`config.mk`:
```
export PLATFORM = sky130hd
export DESIGN_NAME = speed_slew_rate_limiter_unit
export DESIGN_NICKNAME = d
export VERILOG_FILES = /design/src/design/sslr_pkg.sv /design/src/design/speed_slew_rate_limiter_unit.sv /design/src/design/sslr_sequencer.sv /design/src/design/sslr_datapath.sv
export SDC_FILE = /design/constraint.sdc
export NUM_CORES = 2
export LEC_CHECK = 0
export ABC_AREA = 1
export ABC_CLOCK_PERIOD_IN_PS = 16000
export BUFFER_PORTS_ARGS = -buffer_cell sky130_fd_sc_hd__buf_2
export CAP_MARGIN = 5
export CORE_UTILIZATION = 26
export CTS_CLUSTER_SIZE = 8
export DETAILED_ROUTE_END_ITERATION = 8
export HOLD_SLACK_MARGIN = 0.1
export PLACE_DENSITY = 0.44
export SETUP_SLACK_MARGIN = 0.02
export SKIP_CTS_REPAIR_TIMING = 1
export SLEW_MARGIN = 20
export SYNTH_ARGS = -nofsm -noshare
export SYNTH_HDL_FRONTEND = slang
export SYNTH_SLANG_ARGS = --single-unit
```
`constraint.sdc`:
```
create_clock -name clock -period 16 [get_ports clock]
set_clock_uncertainty 0.05 [all_clocks]
set_input_delay 0 -clock clock [delete_from_list [all_inputs] [get_ports clock]]
set_output_delay 0 -clock clock [all_outputs]
set_load 0.01 [all_outputs]
```
`src/design/sslr_pkg.sv`:
```
// ----------------------------------------------------------------------------
// sslr_pkg
// Shared types, constants and microcode table of the speed slew-rate limiter.
// ----------------------------------------------------------------------------
package sslr_pkg;

   localparam int SPEED_W   = 32;
   localparam int DT_W      = 16;
   localparam int FRAC_W    = 16;
   localparam int CSR_IDX_W = 3;
   localparam int PC_W      = 3;
   localparam int DIV_STEPS = 32;
   localparam int DIV_CNT_W = $clog2(DIV_STEPS);
   localparam int REQ_W     = DT_W + 2 * SPEED_W;

   localparam logic [CSR_IDX_W-1:0] CSR_ENABLED      = 3'd0;
   localparam logic [CSR_IDX_W-1:0] CSR_MAX_ACC      = 3'd1;
   localparam logic [CSR_IDX_W-1:0] CSR_MAX_ACC_LOW  = 3'd2;
   localparam logic [CSR_IDX_W-1:0] CSR_LOW_SPD_THR  = 3'd3;
   localparam logic [CSR_IDX_W-1:0] CSR_MAX_DEC      = 3'd4;

   typedef enum logic [2:0] {
      OP_NOP,
      OP_PREP,
      OP_MUL_INTERP,
      OP_DIV_INIT,
      OP_DIV_STEP,
      OP_ACC_FORM,
      OP_MUL_STEP,
      OP_FINISH
   } op_type;

   typedef enum logic [1:0] {
      COND_NONE,
      COND_SKIP,
      COND_DIV_MORE
   } cond_type;

   typedef struct packed {
      op_type           op;
      cond_type         cond;
      logic [PC_W-1:0]  jump;
      logic             last;
   } ucode_type;

   typedef struct packed {
      op_type op;
      logic   load;
   } ctl_type;

   typedef struct packed {
      logic skip;
      logic div_more;
   } flags_type;

   localparam logic [PC_W-1:0] PC_ACC_FORM = 3'd5;
   localparam logic [PC_W-1:0] PC_DIV_STEP = 3'd4;

   function automatic ucode_type ucode_rom(input logic [PC_W-1:0] pc);
      ucode_type w;
      w = '{op: OP_NOP, cond: COND_NONE, jump: '0, last: 1'b0};
      unique case (pc)
         3'd0: w = '{op: OP_PREP,       cond: COND_NONE,     jump: '0,          last: 1'b0};
         3'd1: w = '{op: OP_NOP,        cond: COND_SKIP,     jump: PC_ACC_FORM, last: 1'b0};
         3'd2: w = '{op: OP_MUL_INTERP, cond: COND_NONE,     jump: '0,          last: 1'b0};
         3'd3: w = '{op: OP_DIV_INIT,   cond: COND_NONE,     jump: '0,          last: 1'b0};
         3'd4: w = '{op: OP_DIV_STEP,   cond: COND_DIV_MORE, jump: PC_DIV_STEP, last: 1'b0};
         3'd5: w = '{op: OP_ACC_FORM,   cond: COND_NONE,     jump: '0,          last: 1'b0};
         3'd6: w = '{op: OP_MUL_STEP,   cond: COND_NONE,     jump: '0,          last: 1'b0};
         3'd7: w = '{op: OP_FINISH,     cond: COND_NONE,     jump: '0,          last: 1'b1};
         default: w = '{op: OP_NOP,     cond: COND_NONE,     jump: '0,          last: 1'b1};
      endcase
      return w;
   endfunction

endpackage

```
`src/design/speed_slew_rate_limiter_unit.sv`:
```
// ----------------------------------------------------------------------------
// speed_slew_rate_limiter_unit
// Moves a held speed toward the target by at most one acceleration or
// deceleration step per transaction, under control of a microcode table.
// ----------------------------------------------------------------------------
//  channel  direction  payload
//  req_*    in         time_step, target_speed, measured_speed
//  rsp_*    out        limited_speed
//  csr_*    in         register index, write data
//
//  When the acceleration is interpolated the 32-step divider dominates a
//  transaction; otherwise the divider steps are skipped.
//  One transaction is worked on at a time; req_tready is low while busy.
//  A result waits in the output register; the final step stalls only while
//  that register is still full. csr writes are always taken.
//  Reset is synchronous; it clears the held speed and sets config registers to defaults.
// ----------------------------------------------------------------------------
module speed_slew_rate_limiter_unit (
   input  logic                                 clock,
   input  logic                                 reset,
   input  logic                                 req_tvalid,
   output logic                                 req_tready,
   // [15:0] time_step, [47:16] target_speed, [79:48] measured_speed
   input  logic [sslr_pkg::REQ_W-1:0]           req_tdata,
   output logic                                 rsp_tvalid,
   input  logic                                 rsp_tready,
   // [31:0] limited_speed
   output logic [sslr_pkg::SPEED_W-1:0]         rsp_tdata,
   input  logic                                 csr_valid,
   output logic                                 csr_ready,
   input  logic [sslr_pkg::CSR_IDX_W-1:0]       csr_index,
   input  logic [sslr_pkg::SPEED_W-1:0]         csr_wdata
);

   sslr_pkg::ctl_type   ctl;
   sslr_pkg::flags_type flags;
   logic                busy;
   logic                start;
   logic                fin;
   logic                rsp_tvalid_ff, rsp_tvalid_in;

   assign req_tready = ~busy;
   assign start      = req_tvalid & req_tready;
   assign csr_ready  = 1'b1;
   assign fin        = ctl.op == sslr_pkg::OP_FINISH;

   sslr_sequencer u_seq (
      .clock    (clock),
      .reset    (reset),
      .start    (start),
      .out_full (rsp_tvalid_ff & ~rsp_tready),
      .flags    (flags),
      .ctl      (ctl),
      .busy     (busy)
   );

   sslr_datapath u_dp (
      .clock    (clock),
      .reset    (reset),
      .ctl      (ctl),
      .req_data (req_tdata),
      .csr_we   (csr_valid & csr_ready),
      .csr_idx  (csr_index),
      .csr_data (csr_wdata),
      .flags    (flags),
      .result   (rsp_tdata)
   );

   always_comb begin
      rsp_tvalid_in = rsp_tvalid_ff;
      if (fin)
         rsp_tvalid_in = 1'b1;
      else if (rsp_tready)
         rsp_tvalid_in = 1'b0;
   end

   always_ff @(posedge clock) begin
      if (reset) begin
         rsp_tvalid_ff <= 1'b0;
      end else begin
         rsp_tvalid_ff <= rsp_tvalid_in;
      end
   end

   assign rsp_tvalid = rsp_tvalid_ff;

   a_busy_after_accept: assert property (@(posedge clock) disable iff (reset)
      req_tvalid && req_tready |=> !req_tready)
      else $error("sequencer not busy after accepted transaction");

   a_finish_only_busy: assert property (@(posedge clock) disable iff (reset)
      fin |-> !req_tready)
      else $error("finish step issued while idle");

   a_finish_no_overwrite: assert property (@(posedge clock) disable iff (reset)
      fin |-> !(rsp_tvalid && !rsp_tready))
      else $error("result overwritten while still pending");

   a_rsp_from_finish: assert property (@(posedge clock) disable iff (reset)
      $rose(rsp_tvalid) |-> $past(fin))
      else $error("response raised without finish step");

endmodule

```
`src/design/sslr_sequencer.sv`:
```
// ----------------------------------------------------------------------------
// sslr_sequencer
// Step counter and microcode fetch; evaluates jump conditions.
// ----------------------------------------------------------------------------
module sslr_sequencer (
   input  logic                  clock,
   input  logic                  reset,
   input  logic                  start,
   input  logic                  out_full,
   input  sslr_pkg::flags_type   flags,
   output sslr_pkg::ctl_type     ctl,
   output logic                  busy
);

   logic [sslr_pkg::PC_W-1:0] pc_ff, pc_in;
   logic                      busy_ff, busy_in;
   sslr_pkg::ucode_type       word;
   logic                      hold;
   logic                      taken;

   always_comb begin
      word = sslr_pkg::ucode_rom(pc_ff);
      hold = word.last & out_full;
      case (word.cond)
         sslr_pkg::COND_SKIP:     taken = flags.skip;
         sslr_pkg::COND_DIV_MORE: taken = flags.div_more;
         default:                 taken = 1'b0;
      endcase

      pc_in   = pc_ff;
      busy_in = busy_ff;
      if (!busy_ff) begin
         pc_in   = '0;
         busy_in = start;
      end else if (!hold) begin
         if (word.last) begin
            pc_in   = '0;
            busy_in = 1'b0;
         end else if (taken) begin
            pc_in = word.jump;
         end else begin
            pc_in = pc_ff + 1'b1;
         end
      end

      ctl.op   = (busy_ff && !hold) ? word.op : sslr_pkg::OP_NOP;
      ctl.load = start & ~busy_ff;
   end

   always_ff @(posedge clock) begin
      if (reset) begin
         pc_ff   <= '0;
         busy_ff <= 1'b0;
      end else begin
         pc_ff   <= pc_in;
         busy_ff <= busy_in;
      end
   end

   assign busy = busy_ff;

endmodule

```
`src/design/sslr_datapath.sv`:
```
// ----------------------------------------------------------------------------
// sslr_datapath
// Config registers, held output, shared multiplier and radix-2 divider.
// ----------------------------------------------------------------------------
module sslr_datapath (
   input  logic                                clock,
   input  logic                                reset,
   input  sslr_pkg::ctl_type                   ctl,
   input  logic [sslr_pkg::REQ_W-1:0]          req_data,
   input  logic                                csr_we,
   input  logic [sslr_pkg::CSR_IDX_W-1:0]      csr_idx,
   input  logic [sslr_pkg::SPEED_W-1:0]        csr_data,
   output sslr_pkg::flags_type                 flags,
   output logic [sslr_pkg::SPEED_W-1:0]        result
);

   localparam int W = sslr_pkg::SPEED_W;

   logic                     en_ff;
   logic [W-1:0]             hi_ff, lo_ff, thr_ff, dec_ff;
   logic [sslr_pkg::DT_W-1:0] dt_ff;
   logic signed [W-1:0]      tgt_ff, meas_ff, held_ff, held_in;
   logic [W:0]               mag_ff, mag_in;
   logic                     interp_ff, interp_in, accel_ff, accel_in, skip_ff;
   logic                     dneg_ff, dneg_in;
   logic [W-1:0]             dabs_ff, dabs_in;
   logic signed [W:0]        change_ff, change_in;
   logic [2*W-1:0]           prod_ff, prod_in;
   logic [W-1:0]             mul_a, mul_b;
   logic [W-1:0]             rem_ff, rem_in, quo_ff, quo_in;
   logic [W:0]               div_t, div_d;
   logic                     div_ge;
   logic [sslr_pkg::DIV_CNT_W-1:0] cnt_ff;
   logic [W-1:0]             acc_ff, acc_in;
   logic [W-1:0]             result_ff, result_in;
   logic [W-1:0]             step;
   logic signed [W+1:0]      step_ext, chg_ext;
   logic                     unlimited, go_up, go_dn;
   logic signed [W-1:0]      limited;

   always_comb begin
      mag_in    = meas_ff[W-1] ? (W+1)'(-$signed({meas_ff[W-1], meas_ff}))
                               : {1'b0, meas_ff};
      interp_in = mag_in < {1'b0, thr_ff};
      if (held_ff[W-1] != tgt_ff[W-1])
         accel_in = 1'b1;
      else if (!held_ff[W-1])
         accel_in = held_ff <= tgt_ff;
      else
         accel_in = held_ff > tgt_ff;
      dneg_in   = hi_ff < lo_ff;
      dabs_in   = dneg_in ? lo_ff - hi_ff : hi_ff - lo_ff;
      change_in = $signed({tgt_ff[W-1], tgt_ff}) - $signed({held_ff[W-1], held_ff});

      case (ctl.op)
         sslr_pkg::OP_MUL_INTERP: begin
            mul_a = dabs_ff;
            mul_b = mag_ff[W-1:0];
         end
         default: begin
            mul_a = {{(W-sslr_pkg::DT_W){1'b0}}, dt_ff};
            mul_b = accel_ff ? acc_ff : dec_ff;
         end
      endcase
      prod_in = mul_a * mul_b;

      div_t  = {rem_ff, quo_ff[W-1]};
      div_d  = {1'b0, thr_ff};
      div_ge = div_t >= div_d;
      rem_in = div_ge ? W'(div_t - div_d) : div_t[W-1:0];
      quo_in = {quo_ff[W-2:0], div_ge};

      acc_in = interp_ff ? (dneg_ff ? lo_ff - quo_ff : lo_ff + quo_ff) : hi_ff;

      step      = prod_ff[sslr_pkg::FRAC_W +: W];
      step_ext  = $signed({2'b00, step});
      chg_ext   = $signed({change_ff[W], change_ff});
      unlimited = !accel_ff && (dec_ff == '1);
      go_up     = chg_ext > step_ext;
      go_dn     = chg_ext < -step_ext;
      if (unlimited)
         limited = tgt_ff;
      else if (go_up)
         limited = held_ff + $signed(step);
      else if (go_dn)
         limited = held_ff - $signed(step);
      else
         limited = tgt_ff;

      held_in   = en_ff ? limited : held_ff;
      result_in = en_ff ? limited : tgt_ff;
   end

   always_ff @(posedge clock) begin
      if (reset) begin
         en_ff   <= 1'b1;
         hi_ff   <= '0;
         lo_ff   <= '0;
         thr_ff  <= '0;
         dec_ff  <= '1;
         held_ff <= '0;
      end else begin
         if (csr_we) begin
            unique case (csr_idx)
               sslr_pkg::CSR_ENABLED:     en_ff  <= csr_data[0];
               sslr_pkg::CSR_MAX_ACC: begin
                  hi_ff   <= csr_data;
                  held_ff <= '0;
               end
               sslr_pkg::CSR_MAX_ACC_LOW: lo_ff  <= csr_data;
               sslr_pkg::CSR_LOW_SPD_THR: thr_ff <= csr_data;
               sslr_pkg::CSR_MAX_DEC:     dec_ff <= csr_data;
               default: ;
            endcase
         end
         if (ctl.op == sslr_pkg::OP_FINISH)
            held_ff <= held_in;
      end
   end

   always_ff @(posedge clock) begin
      if (ctl.load) begin
         dt_ff   <= req_data[sslr_pkg::DT_W-1:0];
         tgt_ff  <= req_data[sslr_pkg::DT_W +: W];
         meas_ff <= req_data[sslr_pkg::DT_W + W +: W];
      end
      case (ctl.op)
         sslr_pkg::OP_PREP: begin
            mag_ff    <= mag_in;
            interp_ff <= interp_in;
            accel_ff  <= accel_in;
            skip_ff   <= !en_ff || !accel_in || !interp_in;
            dneg_ff   <= dneg_in;
            dabs_ff   <= dabs_in;
            change_ff <= change_in;
         end
         sslr_pkg::OP_MUL_INTERP,
         sslr_pkg::OP_MUL_STEP: prod_ff <= prod_in;
         sslr_pkg::OP_DIV_INIT: begin
            rem_ff <= prod_ff[2*W-1:W];
            quo_ff <= prod_ff[W-1:0];
            cnt_ff <= '0;
         end
         sslr_pkg::OP_DIV_STEP: begin
            rem_ff <= rem_in;
            quo_ff <= quo_in;
            cnt_ff <= cnt_ff + 1'b1;
         end
         sslr_pkg::OP_ACC_FORM: acc_ff <= acc_in;
         sslr_pkg::OP_FINISH:   result_ff <= result_in;
         default: ;
      endcase
   end

   assign flags.skip     = skip_ff;
   assign flags.div_more = cnt_ff != sslr_pkg::DIV_CNT_W'(sslr_pkg::DIV_STEPS - 1);
   assign result         = result_ff;

endmodule
```
==> metrics.md <==
| Metric | Value |
|---|---|
| Status | `finished, final reports clean` |
| Critical path startpoint category | `flip-flop` |
| Mean Syn Cell Area | `around 8 um2` |
| Max-Cap Viols | `0` |
| Placed cell areas | `~77000 um2` |
| Count of different cell masters after synthesis | `70` |
| Post-Synth XOR/XNOR Area | `3.38%` |
| Critical path class | `reg2reg` |
| Max-slew violations | `0` |
| Initial antenna violation count | `14` |
| Row count | `slightly below 200` |
| Pwr dens | `roughly 240 nW/um2` |
| Die outline area | `roughly 280000 um2` |
| Layout cell share with drive strength beyond 1 | `about 5.3%` |
| Sw Ratio | `around three fifths` |
| Residual DRC | `0` |
| Fin crit period | `~11 ns` |
| Wire length of the first global-routing pass | `~450000 um` |
| Routed WL | `approximately 320000 um` |
| Post-Synth Adder-Cell Area | `35.1%` |
| Io pins | `~160` |
| Largest net degree at the start of global routing | `a little under 80` |
| Post-route cell area | `81800 um2` |
| Depth of the most critical reg-to-reg path | `35` |
| Die H | `between 500 and 600 um` |
| Hold WC Path Type | `in2reg` |
| RSZ-0062 raised after global routing | `no` |
| Worst-Skew Late Latency | `roughly 0.74 ns` |
| Arrival time at the worst endpoint | `between 10 and 15 ns` |
| Synth warn | `0` |
| Compound-Gate Fraction of Synth Area | `a little under a tenth` |
| CP max stage delay | `about 0.9 ns` |
| HPWL Detailed | `about 270000 um` |
| Post-synthesis cell area | `around 72000 um2` |
| DR WL/cell | `~24 um` |
| Most frequent cell after synthesis | `nand2_1` |
| Sink Count | `551` |
| Setup-failing EPs final | `0` |
| Post-route ant nets | `0` |
| Clk pwr share | `between 8 and 9%` |
| DR iter-0 viols | `between 4000 and 5000` |
| Measured slew at the worst slew-check pin | `~1.3 ns` |
| Hold depth | `5` |
| CTS root buf | `clkbuf_16` |
| Crit path max fanout | `46` |
| Rel. slew slack | `13.5%` |
| Fmax | `0.0888 GHz` |
| Clock buffer depth | `3` |
| Initial Util | `26.2%` |
| Setup TNS | `0 ns` |
| Die width | `~530 um` |
| CP dominant cell by count | `fa_1` |
| Final Cycle Share | `70.4%` |
| IO Port Bufs | `around 150` |
| CTS tree | `done` |
| Post-synth top area share | `between 20% and 30%` |
| GRT overflow | `0` |
| DR pass1 iterations | `8` |
| Core area | `around 280000 um2` |
| Synth area leaders | `fa_1, edfxtp_1, ha_1, nand2_1, inv_1` |
| Simple-Gate Fraction of Synth Area | `approximately a fifth` |
| Main synth FF type | `edfxtp_1` |
| Cell count after placement | `12873` |
| CTS Buf Count | `83` |
| Via density per instance | `just under 5` |
| Post-synth EDFFs | `378` |
| WP data required | `approximately 16 ns` |
| FFs w/ async S/R, synth | `0%` |
| Comb pwr share | `roughly four fifths` |
| Leading area contributor after synthesis | `fa_1` |
| Crit-path slowest cell | `nor4_1` |
| Post-synth top cells | `nand2_1, inv_1, nor2_1` |
| Worst-path clk slew | `~0.060 ns` |
| Internal power | `~8 mW` |
| Fin nets | `around 11000` |
| Synth Register Bits | `551` |
| Critical Path End Type | `flip-flop` |
| Final hold vios | `0` |
| Routed via count | `about 64000` |
| Post-Synthesis Cells | `9204` |
| Peak supply drop | `around 0.00047 V` |
| GRT Total Usage | `between 20% and 30%` |
| Total power | `around 20 mW` |
| Post-route insts no fill | `between 10000 and 15000` |
| Number of global-route vias before repair | `64742` |
| Net Switching | `11.8 mW` |
| Placer Congestion | `0.970` |
| Htree depth | `3` |
| Leak | `38.3 nW` |
| Syn Nets | `between 10000 and 15000` |
| Flop pwr share | `11.4%` |
| Register area share after synthesis | `between 20% and 30%` |
| Mux contribution to synthesized area | `0.0553%` |
| Largest family of logic cells by synthesized area | `adder cells` |
| Area growth, synth to finish | `12.8%` |
-- state kept, by name (all words and copies together), names as in the netlist, 3 cells and up --
register        count
u_dp.prod_ff       64
u_dp.change_ff     33
u_dp.acc_ff        32
u_dp.dabs_ff       32
u_dp.dec_ff        32
u_dp.held_ff       32
u_dp.hi_ff         32
u_dp.lo_ff         32
u_dp.mag_ff        32
u_dp.meas_ff       32
u_dp.quo_ff        32
u_dp.rem_ff        32
u_dp.result        32
u_dp.tgt_ff        32
u_dp.thr_ff        32
u_dp.dt_ff         16
u_seq.word          7
u_dp.cnt_ff         5
u_seq.pc_ff         3
-- critical path: cells and delay by family (launching register included) --
family                   cells  cell delay (ns)
AO/OA/AOI/OAI                3             0.78
AND/OR/NAND/NOR             13             3.28
adder cells (fa/ha/maj)      9             4.45
flip-flops                   1             0.32
buffers and inverters        9             1.86
XOR/XNOR                     1             0.14
-- logic make-up (layout without fill, tap and decap cells) --
group | after synthesis | in the layout
compound gates | 1238 | 1238
xor+xnor | 280 | 280
fa+ha+maj | 1493 | 1493
buf+inv | 2074 | 2385
flops | 551 | 551
mux | 4 | 4
other cells | 1 | 5
simple gates | 3563 | 3563
-- per-layer routing --
layer  vias to the layer above  wire, um  track usage (%)
met2                      2033    150000             37.7
met1                     31854    136000             29.1
met5                         -        19                0
met4                         2     14400             9.09
met3                       431     17800             2.75
li1                      29229         -                -
-- worst paths after layout --
| kind | startpoint | endpoint | slack, ns |
|---|---|---|---|
| worst min register to register | u_dp.hi_ff[14] | u_dp.hi_ff[14] | 0.45 |
| worst max register to register | rsp_tvalid | u_dp.prod_ff[55] | 4.74 |
| worst max-delay path | rsp_tvalid | u_dp.prod_ff[55] | 4.74 |
| worst min-delay path | csr_valid | u_dp.en_ff | 0.12 |
-- cell type report --
type / instances / area [um2]
repair buffers: 431 / 3360
multi-input cells: 6579 / 49600
fillers: 30129 / 195000
clock inverters: 15 / 268
clock buffers: 129 / 2280
diodes: 4 / 10.0
flip-flops and latches: 551 / 14800
inverters: 1810 / 6800
well taps: 3705 / 4640
-- power groups by stage --
stage	registers [mW]	logic [mW]	clock network, mW
after floorplan	2.23	9.25	0
after global placement	2.31	15.6	0
after detailed placement	2.31	15.3	0
after CTS	2.28	15.7	1.80
after global routing	2.29	17.4	1.85
final	2.29	16.0	1.76
-- layout by cell type (no fill, tap or decap), types with 23 or more instances in the layout --
cell type	count
o211ai_1	49
nor4_1	37
o21ai_1	54
inv_1	1755
dlygate4sd3_1	202
xor2_1	198
clkbuf_16	84
a31oi_1	43
a21o_1	36
a21oi_1	516
inv_2	41
nor3_1	52
ha_1	590
dfxtp_1	172
clkbuf_1	44
xnor2_1	82
buf_4	75
nand4_1	56
nor2_1	1086
nor2_2	30
fa_1	903
o21bai_1	23
nand3_1	316
o21ai_0	402
nor2_4	24
nand2_1	1886
edfxtp_1	378
buf_2	153
-- through the flow --
step / utilization, % / setup slack, ns / hold slack (ns)
5_1_grt: 29.5 / 4.23 / 0.145
6_report: 29.5 / 4.74 / 0.120
3_5_place_dp: 27.9 / 4.87 / 0.128
3_3_place_gp: 27.9 / 5.04 / 0.127
2_1_floorplan: - / 7.23 / 0.0489
4_1_cts: 28.8 / 4.85 / -0.710
No activity file was read; power rests on OpenSTA's default activity.
